==> src/rtl/core/stb_pkg.sv <==
// ----------------------------------------------------------------------------
// stb_pkg
// shared types and codes for the countdown timer bank
// ----------------------------------------------------------------------------
package stb_pkg;

  localparam int NUM_TIMERS_DEF     = 8;
  localparam int TICK_PERIOD_MS_DEF = 10;
  localparam int CNT_W              = 13;
  localparam logic [CNT_W-1:0] COUNT_MAX = 13'd8191;

  localparam logic [2:0] K_TICK    = 3'd0;
  localparam logic [2:0] K_CREATE  = 3'd1;
  localparam logic [2:0] K_DESTROY = 3'd2;
  localparam logic [2:0] K_EVAL    = 3'd3;
  localparam logic [2:0] K_RESTART = 3'd4;
  localparam logic [2:0] K_STOP    = 3'd5;
  localparam logic [2:0] K_FORCE   = 3'd6;
  localparam logic [2:0] K_CONT    = 3'd7;

  localparam logic [1:0] M_STOPPED = 2'd0;
  localparam logic [1:0] M_RUNNING = 2'd1;
  localparam logic [1:0] M_EXPIRED = 2'd2;

  localparam logic [1:0] ST_OK      = 2'd0;
  localparam logic [1:0] ST_FULL    = 2'd1;
  localparam logic [1:0] ST_BAD_ID  = 2'd2;
  localparam logic [1:0] ST_BAD_STATE = 2'd3;

  // classified command handed from front to back
  typedef struct packed {
    logic [2:0]       kind;
    logic [7:0]       target_id;
    logic [CNT_W-1:0] load;
    logic [1:0]       start_mode;
    logic             restart_flag;
  } cmd_t;

  // result item: kind, status, handle, count, last
  typedef struct packed {
    logic       result_kind;
    logic [1:0] status;
    logic [2:0] handle;
    logic [3:0] count;
    logic       last;
  } res_t;

endpackage

==> src/rtl/core/stb_front.sv <==
// ----------------------------------------------------------------------------
// stb_front
// accepts commands, scales the create duration to ticks, two-entry queue
// ----------------------------------------------------------------------------
module stb_front #(
  parameter int TICK_PERIOD_MS = stb_pkg::TICK_PERIOD_MS_DEF
) (
  input  logic          clk,
  input  logic          rst,
  input  logic          in_valid,
  output logic          in_ready,
  input  logic [2:0]    kind,
  input  logic [7:0]    target_id,
  input  logic [15:0]   duration_ms,
  input  logic [1:0]    start_mode,
  input  logic          restart_flag,
  output logic          cmd_valid,
  input  logic          cmd_ready,
  output stb_pkg::cmd_t cmd
);

  // reciprocal for duration / period, exact for 16-bit dividends
  localparam int SH = 32;
  localparam longint RECIP = ((64'd1 << SH) + TICK_PERIOD_MS - 1) / TICK_PERIOD_MS;

  stb_pkg::cmd_t q0, q1, enq;
  logic          v0, v1;
  logic [48:0]   prod;
  logic [16:0]   quo;

  always_comb begin
    prod = 49'(duration_ms) * 49'(RECIP[32:0]);
    quo  = 17'(prod >> SH);
    enq.kind         = kind;
    enq.target_id    = target_id;
    enq.load         = (quo > 17'(stb_pkg::COUNT_MAX)) ? stb_pkg::COUNT_MAX
                                                      : quo[stb_pkg::CNT_W-1:0];
    enq.start_mode   = (start_mode == 2'd3) ? stb_pkg::M_STOPPED : start_mode;
    enq.restart_flag = restart_flag;
  end

  assign in_ready  = !v1;
  assign cmd_valid = v0;
  assign cmd       = q0;

  always_ff @(posedge clk) begin
    if (rst) begin
      v0 <= 1'b0;
      v1 <= 1'b0;
    end else begin
      logic push, pop;
      push = in_valid && in_ready;
      pop  = cmd_valid && cmd_ready;
      if (pop) begin
        if (v1) begin
          q0 <= q1;
          v1 <= push;
          if (push) q1 <= enq;
        end else begin
          v0 <= push;
          if (push) q0 <= enq;
        end
      end else if (push) begin
        if (!v0) begin
          q0 <= enq;
          v0 <= 1'b1;
        end else begin
          q1 <= enq;
          v1 <= 1'b1;
        end
      end
    end
  end

endmodule

==> src/rtl/core/stb_back.sv <==
// ----------------------------------------------------------------------------
// stb_back
// executes commands on the timer table, walks slots for tick and evaluate
// ----------------------------------------------------------------------------
module stb_back #(
  parameter int NUM_TIMERS = stb_pkg::NUM_TIMERS_DEF
) (
  input  logic          clk,
  input  logic          rst,
  input  logic          cmd_valid,
  output logic          cmd_ready,
  input  stb_pkg::cmd_t cmd,
  output logic          res_valid,
  input  logic          res_ready,
  output stb_pkg::res_t res
);

  localparam int IW = (NUM_TIMERS > 1) ? $clog2(NUM_TIMERS) : 1;
  localparam int NW = $clog2(NUM_TIMERS + 1);
  localparam int CW = stb_pkg::CNT_W;

  localparam logic [1:0] S_IDLE = 2'd0;
  localparam logic [1:0] S_TICK = 2'd1;
  localparam logic [1:0] S_EVAL = 2'd2;
  localparam logic [1:0] S_DONE = 2'd3;

  logic [NUM_TIMERS-1:0] in_use, auto_reload;
  logic [1:0]    mode   [NUM_TIMERS];
  logic [CW-1:0] reload [NUM_TIMERS];
  logic [CW-1:0] cur    [NUM_TIMERS];
  logic [NW-1:0] created_total, active;
  logic          tick_pending;
  logic [1:0]    state;
  logic [IW-1:0] idx;
  logic [IW-1:0] free_idx;
  logic          free_found;
  logic [IW-1:0] tid;
  logic          id_ok;
  logic          slot_last;

  always_comb begin
    free_found = 1'b0;
    free_idx   = '0;
    for (int i = NUM_TIMERS - 1; i >= 0; i--) begin
      if (!in_use[i]) begin
        free_found = 1'b1;
        free_idx   = IW'(i);
      end
    end
  end

  assign id_ok     = cmd.target_id < 8'(NUM_TIMERS);
  assign tid       = cmd.target_id[IW-1:0];
  assign slot_last = idx == IW'(NUM_TIMERS - 1);
  assign cmd_ready = (state == S_IDLE) && !res_valid;

  function automatic stb_pkg::res_t mk(logic rk, logic [1:0] st, logic [2:0] h,
                                       logic [3:0] c, logic l);
    stb_pkg::res_t r;
    r.result_kind = rk;
    r.status      = st;
    r.handle      = h;
    r.count       = c;
    r.last        = l;
    return r;
  endfunction

  always_ff @(posedge clk) begin
    if (rst) begin
      in_use        <= '0;
      for (int i = 0; i < NUM_TIMERS; i++) mode[i] <= stb_pkg::M_STOPPED;
      created_total <= '0;
      tick_pending  <= 1'b0;
      state         <= S_IDLE;
      res_valid     <= 1'b0;
      idx           <= '0;
      active        <= '0;
    end else begin
      case (state)
        S_IDLE: begin
          if (cmd_valid && cmd_ready) begin
            case (cmd.kind)
              stb_pkg::K_TICK: begin
                tick_pending <= 1'b1;
                idx   <= '0;
                state <= S_TICK;
              end
              stb_pkg::K_CREATE: begin
                res_valid <= 1'b1;
                if (created_total < NW'(NUM_TIMERS) && free_found) begin
                  reload[free_idx]      <= cmd.load;
                  cur[free_idx]         <= cmd.load;
                  auto_reload[free_idx] <= cmd.restart_flag;
                  mode[free_idx]        <= cmd.start_mode;
                  in_use[free_idx]      <= 1'b1;
                  created_total         <= created_total + 1'b1;
                  res <= mk(1'b0, stb_pkg::ST_OK, 3'(free_idx), 4'd0, 1'b1);
                end else begin
                  res <= mk(1'b0, stb_pkg::ST_FULL, 3'd0, 4'd0, 1'b1);
                end
              end
              stb_pkg::K_EVAL: begin
                idx    <= '0;
                active <= '0;
                if (tick_pending) begin
                  state <= S_EVAL;
                end else begin
                  res_valid <= 1'b1;
                  res <= mk(1'b0, stb_pkg::ST_OK, 3'd0, 4'd0, 1'b1);
                end
              end
              default: begin
                res_valid <= 1'b1;
                if (!id_ok) begin
                  res <= mk(1'b0, stb_pkg::ST_BAD_ID, 3'd0, 4'd0, 1'b1);
                end else if (!in_use[tid]) begin
                  res <= mk(1'b0, stb_pkg::ST_BAD_STATE, 3'd0, 4'd0, 1'b1);
                end else begin
                  case (cmd.kind)
                    stb_pkg::K_DESTROY: begin
                      mode[tid]   <= stb_pkg::M_STOPPED;
                      in_use[tid] <= 1'b0;
                      created_total <= (created_total != '0) ? created_total - 1'b1
                                                             : created_total;
                      res <= mk(1'b0, stb_pkg::ST_OK, 3'd0,
                                4'((created_total != '0) ? created_total - 1'b1 : '0),
                                1'b1);
                    end
                    stb_pkg::K_RESTART: begin
                      mode[tid] <= stb_pkg::M_RUNNING;
                      cur[tid]  <= reload[tid];
                      res <= mk(1'b0, stb_pkg::ST_OK, 3'd0, 4'd0, 1'b1);
                    end
                    stb_pkg::K_STOP: begin
                      mode[tid] <= stb_pkg::M_STOPPED;
                      res <= mk(1'b0, stb_pkg::ST_OK, 3'd0, 4'd0, 1'b1);
                    end
                    stb_pkg::K_FORCE: begin
                      cur[tid]  <= '0;
                      mode[tid] <= stb_pkg::M_EXPIRED;
                      res <= mk(1'b0, stb_pkg::ST_OK, 3'd0, 4'd0, 1'b1);
                    end
                    default: begin
                      if (mode[tid] != stb_pkg::M_STOPPED) begin
                        res <= mk(1'b0, stb_pkg::ST_BAD_STATE, 3'd0, 4'd0, 1'b1);
                      end else begin
                        mode[tid] <= stb_pkg::M_RUNNING;
                        res <= mk(1'b0, stb_pkg::ST_OK, 3'd0, 4'd0, 1'b1);
                      end
                    end
                  endcase
                end
              end
            endcase
          end else if (res_ready) begin
            res_valid <= 1'b0;
          end
        end
        S_TICK: begin
          if (in_use[idx] && mode[idx] == stb_pkg::M_RUNNING) begin
            if (cur[idx] <= CW'(1)) begin
              cur[idx]  <= '0;
              mode[idx] <= stb_pkg::M_EXPIRED;
            end else begin
              cur[idx] <= cur[idx] - 1'b1;
            end
          end
          idx <= idx + 1'b1;
          if (slot_last) begin
            state     <= S_IDLE;
            res_valid <= 1'b1;
            res <= mk(1'b0, stb_pkg::ST_OK, 3'd0, 4'd0, 1'b1);
          end
        end
        S_EVAL: begin
          // one slot per cycle, stalls while a notice is waiting
          if (!res_valid || res_ready) begin
            if (in_use[idx] && mode[idx] == stb_pkg::M_EXPIRED) begin
              res_valid <= 1'b1;
              res <= mk(1'b1, stb_pkg::ST_OK, 3'(idx), 4'd0, 1'b0);
              if (auto_reload[idx]) begin
                cur[idx]  <= reload[idx];
                mode[idx] <= stb_pkg::M_RUNNING;
                active    <= active + 1'b1;
              end else begin
                mode[idx] <= stb_pkg::M_STOPPED;
              end
            end else begin
              res_valid <= 1'b0;
              if (in_use[idx] && mode[idx] == stb_pkg::M_RUNNING) begin
                active <= active + 1'b1;
              end
            end
            idx <= idx + 1'b1;
            if (slot_last) state <= S_DONE;
          end
        end
        S_DONE: begin
          // final reply of evaluate
          if (!res_valid || res_ready) begin
            tick_pending <= 1'b0;
            res_valid    <= 1'b1;
            res   <= mk(1'b0, stb_pkg::ST_OK, 3'd0, 4'(active), 1'b1);
            state <= S_IDLE;
          end
        end
        default: begin
          state <= S_IDLE;
        end
      endcase
    end
  end

endmodule

==> src/rtl/core/software_timer_bank.sv <==
// ----------------------------------------------------------------------------
// software_timer_bank
// bank of countdown timers driven by a command stream
// ----------------------------------------------------------------------------
// Commands enter a two-deep queue and are executed one at a time. Create,
// destroy, restart, stop, force and continue execute directly and then hand
// their reply to the output; tick walks every slot, one per cycle, then
// replies; evaluate, when a tick is pending, walks the slots the same way,
// pausing while a notice waits on the output, and ends with its reply; with
// no tick pending it replies without a walk. Every command ends with
// one reply with tlast high; expiry notices come before it with tlast low.
module software_timer_bank #(
  parameter int NUM_TIMERS     = stb_pkg::NUM_TIMERS_DEF,
  parameter int TICK_PERIOD_MS = stb_pkg::TICK_PERIOD_MS_DEF
) (
  input  logic        clk,
  input  logic        rst,
  input  logic        s_tvalid,
  output logic        s_tready,
  input  logic [31:0] s_tdata,  // target_id, duration_ms, start_mode, restart_flag
  input  logic [2:0]  s_tuser,  // kind
  output logic        m_tvalid,
  input  logic        m_tready,
  output logic [15:0] m_tdata,  // status, handle, count
  output logic        m_tuser,  // result_kind
  output logic        m_tlast
);

  logic          cmd_valid, cmd_ready;
  stb_pkg::cmd_t cmd;
  stb_pkg::res_t res;

  stb_front #(.TICK_PERIOD_MS(TICK_PERIOD_MS)) u_front (
    .clk, .rst,
    .in_valid(s_tvalid), .in_ready(s_tready),
    .kind(s_tuser), .target_id(s_tdata[7:0]), .duration_ms(s_tdata[23:8]),
    .start_mode(s_tdata[25:24]), .restart_flag(s_tdata[26]),
    .cmd_valid, .cmd_ready, .cmd
  );

  stb_back #(.NUM_TIMERS(NUM_TIMERS)) u_back (
    .clk, .rst, .cmd_valid, .cmd_ready, .cmd,
    .res_valid(m_tvalid), .res_ready(m_tready), .res
  );

  assign m_tdata = {7'd0, res.count, res.handle, res.status};
  assign m_tuser = res.result_kind;
  assign m_tlast = res.last;

endmodule

==> config.mk <==
export PLATFORM = sky130hd
export DESIGN_NAME = software_timer_bank
export DESIGN_NICKNAME = d
export VERILOG_FILES = /design/src/rtl/core/stb_pkg.sv /design/src/rtl/core/stb_front.sv /design/src/rtl/core/stb_back.sv /design/src/rtl/core/software_timer_bank.sv
export SDC_FILE = /design/constraint.sdc
export NUM_CORES = 1
export LEC_CHECK = 0
export ABC_AREA = 1
export CAP_MARGIN = 40
export CORE_ASPECT_RATIO = 0.6
export CORE_UTILIZATION = 35
export DETAILED_ROUTE_END_ITERATION = 8
export DONT_BUFFER_PORTS = 1
export GPL_TIMING_DRIVEN = 0
export PLACE_DENSITY_LB_ADDON = 0.15
export SYNTH_ARGS = -nofsm -noshare
export SYNTH_HDL_FRONTEND = slang
export SYNTH_SLANG_ARGS = --single-unit
==> constraint.sdc <==
create_clock -name clk -period 15.7 [get_ports clk]
set_clock_uncertainty 0.15 [all_clocks]
set_input_delay 3.925 -clock clk [delete_from_list [all_inputs] [get_ports clk]]
set_output_delay 3.925 -clock clk [all_outputs]
set_load 0.02 [all_outputs]
==> implementation parameters, run 1 <==
Parameter                              Value

Worst setup path
  Signal arrival time at the worst endpoint    10.10 ns
  Element type at the critical path start    primary input
  Number of buffer and inverter stages on the critical path    5
  Library cell contributing the largest single delay on the critical path    sky130_fd_sc_hd__nor4_1
  CP Capture Type    flop
  Worst Path Required    15.77 ns
  Cell family with the largest share of critical-path delay    adder cells
  Cell chain of the critical path    inv_1 > ha_1 > fa_1 > fa_1 > inv_1 > fa_1 > inv_1 > fa_1 > inv_1 > fa_1 > ha_1 > nand2_1 > nor2_1 > inv_1 > nor4_1 > nand2_1 > nor2_1 > nor2_1 > o211ai_1 > xnor2_1 > o21ai_1
  Critical path type    in2reg
  Largest stage delay on the critical path    0.72 ns
  CP Max Fanout    6

Power and ir drop
  Switching pwr    2.062 mW
  Worst IR drop on VDD    0.1448 mV
  Cell Int Power    2.405 mW
  Sw Share    0.4617
  Proportion of power drawn by combinational gates    0.533
  Total power density per cell area    184.3 nW/um2
  Final Total Pwr    4.467 mW
  Fraction of power consumed by sequential logic    0.267
  Leakage Power    10.43 nW
  Portion of total power attributed to the clock network    0.200

GRT
  Global-route total usage across every layer    0.2221
  GRT overflow    0
  Global-route wire length before repair    105400 um
  Maximum number of pins on one net before global-route repair    21
  Initial antenna violation count    0
  Vias in the first global route    17.05k

Die
  Horizontal die dimension    322.6 um
  Effective utilization at floorplan    0.3541
  Chip Height    194.4 um
  Count of standard-cell rows    70
  Full die area    62700 um2
  Standard cell core area    60960 um2
  Top Ports    59

Clock network
  Buffer type at the clock tree root    sky130_fd_sc_hd__clkbuf_16
  Clock Pin Slew Worst Setup and Hold Paths    0.07 ns
  Count of cells resized by post-cts repair    0
  Number of setup buffers added after CTS    0
  Number of buffers on the longest clock path    3
  CTS Buf Count    35
  H-tree levels    2
  Insertion delay to the later sink of the worst-skew pair    0.56 ns
  TritonCTS sink count    328
  CTS Hold Bufs    0
  Clock tree from TritonCTS    yes

Synth
  Cell count after synthesis    2438
  Warnings, synthesis    0
  Synth Cell Area    21580 um2
  Register bit count reported by yosys    328
  Synthesized area per cell    8.853 um2
  Post-synthesis sequential area ratio    0.4420
  Number of different library cells in the post-synthesis netlist    55

Drt
  Total DRC errors in the routed layout    0
  Via count of the routed design    17.50k
  Number of design-rule violations left by the first detailed-router iteration    1711
  Number of nets with antenna violations after detailed routing    0
  Via density    5.205
  Total routed wirelength    68230 um
  Average wire length per cell after detail routing    20.29 um
  Number of detailed-routing iterations run before antenna repair    6

Hold path
  Class of the worst hold path    reg2reg

Finish
  FF+latch area    9539 um2
  Proportion of layout cells with a drive suffix above 1    0.07340
  Final net count    2770
  Multi-input combinational cell area    10240 um2
  Antenna cell count    0
  Fill cell count    6137
  Area added between synthesis and finish    12.31%

STA
  Setup repair after global routing missed its margin    false
  Number of max-slew violations in the final report    0
  Relative slew slack    0.3833
  Final sum of negative setup slack    0 ns
  Fmax    99.74 MHz
  Transition time at the pin with the least slew margin    0.9210 ns
  Final period util    0.6386
  Final critical-path required period    10.03 ns
  Fin. Hold Viols    0
  Setup-violating endpoint count in the final report    0

Run status
  Outcome    finished, final reports clean

Place
  Placed wire-length estimate    53660 um
  Number of buffers added on ports    0
  Global placement routability congestion    0.9230

Run
  Total of max-cap violations    0
## worst paths after layout
path | slack [ns] | to | depth (start not counted) | from
hold reg to reg | 0.33 | u_back.in_use[2]$_SDFFE_PP0P_ | 2 | u_back.in_use[2]$_SDFFE_PP0P_
hold / removal | 0.33 | u_back.in_use[2]$_SDFFE_PP0P_ | 2 | u_back.in_use[2]$_SDFFE_PP0P_
setup / recovery | 5.67 | u_front.cmd[11]$_DFFE_PP_ | 21 | s_tdata[13]
setup reg to reg | 11.75 | u_back.cur[3][2]$_DFFE_PP_ | 13 | u_back.state[1]$_SDFFE_PP0P_
## cells by family (layout without fill, tap and decap cells)
kind of cell / Yosys count / after routing / share of synthesized area
buffers and inverters: 469 / 559 / 0.08788
and+or+nand+nor: 1010 / 1010 / 0.1966
DFF: 328 / 328 / 0.4420
muxes: 8 / 8 / 0.003710
AOI/OAI and AO/OA: 371 / 371 / 0.1005
adders and majority gates: 223 / 223 / 0.1578
other: 1 / 7 / 0.0001737
xor gates and xnor gates: 28 / 28 / 0.01136
## worst min-delay path: stages, from the launching register on
cell and delay (ns):
sky130_fd_sc_hd__dfxtp_1 0.32, sky130_fd_sc_hd__o41ai_1 0.06, sky130_fd_sc_hd__a21oi_1 0.05
## metrics by stage
stage,std cells,worst slack [ns],hold slack (ns),utilization,area (um2)
after floorplan,2444,6.681,0.3001,-,21610
after global placement,3272,5.267,0.3119,0.3714,22640
after detailed placement,3298,5.317,0.3253,0.3776,23020
after CTS,3361,5.853,0.3328,0.3975,24230
after global routing,3362,5.443,0.3550,0.3976,24240
final,3362,5.674,0.3303,0.3976,24240
## cell type report
class	count	area share
buffer	89	0.01920
clock buffer	43	0.03778
clock inverter	20	0.01218
inverter	380	0.05905
multi-input combinational	1647	0.4223
sequential	328	0.3935
tap	828	0.04274
timing repair buffer	27	0.01321
## metal layers
layer | vias to the layer above | part of all wire | routed length (um) | GRT usage
li1 | 8258 | - | - | -
met1 | 8548 | 0.54 | 36680 | 0.3747
met2 | 631 | 0.36 | 24870 | 0.2818
met3 | 63 | 0.087 | 5929 | 0.04720
met4 | 0 | 0.011 | 746 | 0.03422
met5 | - | 0 | 0 | 0
## power by group through the flow
stage / logic, mW / registers, mW / clock network, mW
after floorplan: 1.60 / 1.18 / 0
after global placement: 2.32 / 1.21 / 0
after detailed placement: 2.32 / 1.21 / 0
after CTS: 2.34 / 1.19 / 0.909
after global routing: 2.69 / 1.20 / 0.945
final: 2.38 / 1.19 / 0.894
## state kept, by name (all words and copies together) (netlist names), named ones only
name,count
u_front.q1,27
u_back.idx,3
u_back.reload,104
u_front.cmd,27
u_back.active,4
u_back.res,11
u_back.state,2
u_back.auto_reload,8
u_back.created_total,4
u_front.cmd_valid,1
u_back.cur,104
u_back.in_use,8
u_front.v1,1
u_back.res_valid,1
u_back.tick_pending,1
u_back.mode,16
## cell usage after synthesis, drive strengths merged
library cell / count / area share
a2111oi: 1 / 0.00041
a211oi: 2 / 0.00070
a21boi: 1 / 0.00035
a21o: 2 / 0.00070
a21oi: 127 / 0.031
a221oi: 3 / 0.0012
a311oi: 1 / 0.00041
a31oi: 7 / 0.0020
a32o: 14 / 0.0065
and2: 1 / 0.00029
buf: 44 / 0.014
clkbuf: 45 / 0.0078
clkinv: 2 / 0.00035
conb: 1 / 0.00017
dfxtp: 31 / 0.029
edfxtp: 297 / 0.41
fa: 82 / 0.076
ha: 141 / 0.082
inv: 378 / 0.066
mux2i: 8 / 0.0037
nand2: 592 / 0.11
nand3: 164 / 0.038
nand3b: 1 / 0.00035
nand4: 18 / 0.0052
nor2: 190 / 0.035
nor3: 33 / 0.0077
nor3b: 2 / 0.00070
nor4: 5 / 0.0014
o211ai: 14 / 0.0049
o21a: 7 / 0.0024
o21ai: 152 / 0.035
o21bai: 4 / 0.0014
o221ai: 7 / 0.0028
o22ai: 6 / 0.0017
o311ai: 8 / 0.0032
o31ai: 6 / 0.0021
o41ai: 9 / 0.0037
or2: 4 / 0.0012
xnor2: 11 / 0.0045
xor2: 17 / 0.0069
## cells in the final DEF (no fill, tap or decap), drive strengths merged, types with 4 or more instances in the layout
master,synthesis,layout
clkbuf,45,88
nor3,33,33
o211ai,14,14
fa,82,82
nor4,5,5
buf,44,71
nor2,190,190
ha,141,141
o21bai,4,4
or2,4,4
nand4,18,18
xnor2,11,11
o21ai,152,152
o221ai,7,7
a21oi,127,127
mux2i,8,8
clkinv,2,13
a32o,14,14
o31ai,6,6
nand3,164,164
a31oi,7,7
o21a,7,7
o41ai,9,9
inv,378,380
edfxtp,297,297
conb,1,7
dfxtp,31,31
bufinv,0,6
xor2,17,17
o22ai,6,6
o311ai,8,8
nand2,592,592
Power figures use the tool's default switching activity.
==> run 2, diff against run 1 <==
Settings changed: ABC_AREA 1 to 0.
Clock period 15.7 ns to 8.6 ns, I/O delays scaled along.
==> run 2 against run 1 <==
  * Critical path depth shrank 1
  * Sequential share of layout area up 2.5 points
  * Non-clock buffer count decreased by 6
  * Wire length down 18%
  * Global-route usage shrank 3.0 points
  * Largest power group unchanged
  * Area after synthesis down 5.3%
  * Via count down 23%
  * Synthesized cell count is 33% lower
  * Highest routed layer unchanged
  * Critical endpoint is now u_front.cmd[7]$_DFFE_PP_
  * Worst setup slack worse by 5.3 ns
  * Design area fell by 6.1%
  * Final cell count decreased by 26%
==> implementation parameters, run 2 <==
Parameter                              Value

Run status
  Outcome    finished, final reports clean

Die
  Top Ports    59 (unchanged)
  Count of standard-cell rows    68 (-2.9%)
  Effective utilization at floorplan    0.3548 (+0.0007670)
  Chip Height    189.2 um (-2.7%)
  Horizontal die dimension    314.0 um (-2.7%)
  Standard cell core area    57600 um2 (-5.5%)
  Full die area    59400 um2 (-5.3%)

Worst setup path
  Cell family with the largest share of critical-path delay    adder cells
  Worst Path Required    8.79 ns (-6.98 ns)
  Largest stage delay on the critical path    0.67 ns (-0.05 ns)
  Crit path top cell by count    sky130_fd_sc_hd__fa_1
  Signal arrival time at the worst endpoint    8.41 ns (-1.69 ns)
  Element type at the critical path start    primary input
  CP Capture Type    flop
  Number of buffer and inverter stages on the critical path    4 (-1)
  Cell chain of the critical path    inv_1 > ha_1 > fa_1 > inv_1 > fa_1 > inv_1 > fa_1 > inv_1 > fa_1 > fa_1 > ha_1 > and4_1 > nand3_1 > a31oi_1 > a211oi_1 > o21ai_0 > a21bo_2 > a221oi_1 > xnor2_1 > mux2_2
  Critical path type    in2reg
  Library cell contributing the largest single delay on the critical path    sky130_fd_sc_hd__a221oi_1
  CP Max Fanout    4 (-2)

Clock network
  Buffer type at the clock tree root    sky130_fd_sc_hd__clkbuf_16
  CTS Buf Count    31 (-11%)
  Insertion delay to the later sink of the worst-skew pair    0.61 ns (+0.05 ns)
  Clock tree from TritonCTS    yes
  H-tree levels    1 (-1)
  CTS Hold Bufs    0 (unchanged)
  Number of buffers on the longest clock path    3 (unchanged)
  Number of setup buffers added after CTS    0 (unchanged)
  Count of cells resized by post-cts repair    0 (unchanged)
  TritonCTS sink count    328 (unchanged)
  Clock Pin Slew Worst Setup and Hold Paths    0.07 ns (about the same)

Finish
  FF+latch area    9539 um2 (unchanged)
  Non-filler cells, final    2499 (-26%)
  Fill cell count    5485 (-11%)
  Final net count    1971 (-29%)
  Most frequent cells in the layout    sky130_fd_sc_hd__edfxtp_1 (297), sky130_fd_sc_hd__inv_1 (179), sky130_fd_sc_hd__ha_1 (141)
  Finished layout cell area    22770 um2 (-6.1%)
  Area added between synthesis and finish    11.40%
  Proportion of layout cells with a drive suffix above 1    0.1446 (+0.07119)
  Final core occ    0.3953 (-0.002341)
  Antenna cell count    0 (unchanged)
  Registers with the most flip-flops    u_back.cur: 104 flops, u_back.reload: 104 flops
  Commonest non-fill, non-tap cell in the layout    sky130_fd_sc_hd__edfxtp_1
  Multi-input combinational cell area    9961 um2 (-2.7%)

Place
  Placed wire-length estimate    44520 um (-17%)
  Instance area after placement    21860 um2 (-5.0%)
  Number of buffers added on ports    0 (unchanged)
  Placement Setup Slack    -0.1134 ns (-5.431 ns)
  Number of cells in the design after placement    2444 (-26%)
  Global placement routability congestion    0.8914 (-3.4%)

Drt
  Number of detailed-routing iterations run before antenna repair    5 (-1)
  Average wire length per cell after detail routing    22.50 um (+11%)
  Number of design-rule violations left by the first detailed-router iteration    1314 (-23%)
  Total DRC errors in the routed layout    0 (unchanged)
  Via density    5.395 (+3.6%)
  Total routed wirelength    56220 um (-18%)
  Via count of the routed design    13.48k (-23%)
  Number of nets with antenna violations after detailed routing    0 (unchanged)

Synth
  Synth Cell Area    20440 um2 (-5.3%)
  Synth Flop Type    sky130_fd_sc_hd__edfxtp_1
  Dominant cell by count in the synthesized netlist    sky130_fd_sc_hd__edfxtp_1
  Post-synth ARST share    0 (unchanged)
  Warnings, synthesis    0 (unchanged)
  Post-synthesis sequential area ratio    0.4667 (+0.02476)
  Post-synth EDFFs    297 (unchanged)
  Largest cells by area after synthesis    sky130_fd_sc_hd__edfxtp_1 (44%), sky130_fd_sc_hd__mux4_2 (9.4%), sky130_fd_sc_hd__ha_1 (8.6%), sky130_fd_sc_hd__fa_1 (8.0%), sky130_fd_sc_hd__inv_1 (3.3%)
  Number of different library cells in the post-synthesis netlist    80 (+45%)
  Register bit count reported by yosys    328 (unchanged)
  Proportion of netlist area held by the largest area contributor    0.4364 (+0.02315)
  List of most frequent post-synthesis cells    sky130_fd_sc_hd__edfxtp_1 (297), sky130_fd_sc_hd__inv_1 (179), sky130_fd_sc_hd__ha_1 (141)
  Cell count after synthesis    1634 (-33%)
  Synthesized area per cell    12.51 um2 (+41%)
  Cell taking the most area after synthesis    sky130_fd_sc_hd__edfxtp_1

STA
  Fmax    121.7 MHz
  Final critical-path setup slack    0.3833 ns (-5.291 ns)
  Setup repair after global routing missed its margin    false
  Final sum of negative setup slack    0 ns (unchanged)
  Transition time at the pin with the least slew margin    0.9986 ns (+0.07756 ns)
  Worst hold-check slack    0.3674 ns (+0.03707 ns)
  Fin. Hold Viols    0 (unchanged)
  Setup-violating endpoint count in the final report    0 (unchanged)
  Number of max-slew violations in the final report    0 (unchanged)
  Relative slew slack    0.3322 (-0.05107)
  Final critical-path required period    8.217 ns
  Final period util    0.9554

Power and ir drop
  Leakage Power    8.474 nW (-19%)
  Total power density per cell area    289.1 nW/um2 (+57%)
  Switching pwr    2.627 mW (+27%)
  Fraction of power consumed by sequential logic    0.325 (+0.058)
  Sw Share    0.3991 (-0.06261)
  Proportion of power drawn by combinational gates    0.482 (-0.051)
  Portion of total power attributed to the clock network    0.193 (-0.007)
  Cell Int Power    3.956 mW (+64%)
  Final Total Pwr    6.582 mW (+47%)
  Worst IR drop on VDD    0.2578 mV (+78%)

GRT
  Global-route wire length before repair    85970 um (-18%)
  Initial antenna violation count    2 (+2)
  GRT overflow    0 (unchanged)
  Maximum number of pins on one net before global-route repair    17 (-19%)
  Vias in the first global route    13.49k (-21%)
  Global-route total usage across every layer    0.1921 (-0.03001)

Run
  Total of max-cap violations    0 (unchanged)

Hold path
  Class of the worst hold path    reg2reg
[run 2: cell types whose count changed after synthesis, sizes merged, moves of 81 or more]
cell / previous run / this run
nand3: 164 / 13
o21ai: 152 / 58
nand2: 592 / 117
nor2: 190 / 109
inv: 378 / 179
mux4: 0 / 88
[run 2: final timing paths]
kind / startpoint / end / slack, ns / cells after the start
worst max-delay path: s_tdata[13] / u_front.cmd[7]$_DFFE_PP_ / 0.38 / 20
worst min-delay path: u_front.q1[22]$_DFFE_PP_ / u_front.cmd[22]$_DFFE_PP_ / 0.37 / 2
worst max register to register: flop / u_back.cur[5][7]$_DFFE_PP_ / 2.89 / 14
worst min register to register: u_front.q1[22]$_DFFE_PP_ / u_front.cmd[22]$_DFFE_PP_ / 0.37 / 2
[run 2: cells by family after synthesis]
family                   synth area share
flip-flops                         0.4667
other                           0.0001835
buffers and inverters             0.05020
multiplexers                       0.1325
XOR/XNOR                          0.01071
adder cells (fa/ha/maj)            0.1666
AO/OA/AOI/OAI                     0.07873
AND/OR/NAND/NOR                   0.09428
[run 2: final cells by class]
cell class / instances / area share
Buffer: 74 / 0.01555
Clock buffer: 39 / 0.03539
Clock inverter: 14 / 0.004121
Inverter: 179 / 0.02951
Multi-Input combinational cell: 1059 / 0.4375
Sequential cell: 328 / 0.4189
Tap cell: 770 / 0.04231
Timing Repair Buffer: 36 / 0.01671
[run 2: power by group through the flow]
stage	combinational, mW	sequential [mW]	clock, mW
floorplan	2.22	2.12	0
detailed placement	3.10	2.18	0
CTS	3.15	2.14	1.30
global placement	3.06	2.18	0
global route	3.59	2.15	1.35
finish	3.17	2.14	1.27
[run 2: worst min-delay path, cell delays in order, from the launching register on]
cell and delay [ns]:
sky130_fd_sc_hd__edfxtp_1 0.32, sky130_fd_sc_hd__nand2_1 0.05, sky130_fd_sc_hd__nand2_1 0.05
[run 2: per-layer routing]
metal  GRT usage  wire length, um  up-vias
li1            -                -     6124
met1      0.3299            30780     6871
met2      0.2468            20760      438
met3     0.03494             4152       49
met4     0.02083              526        0
met5           0                0        -
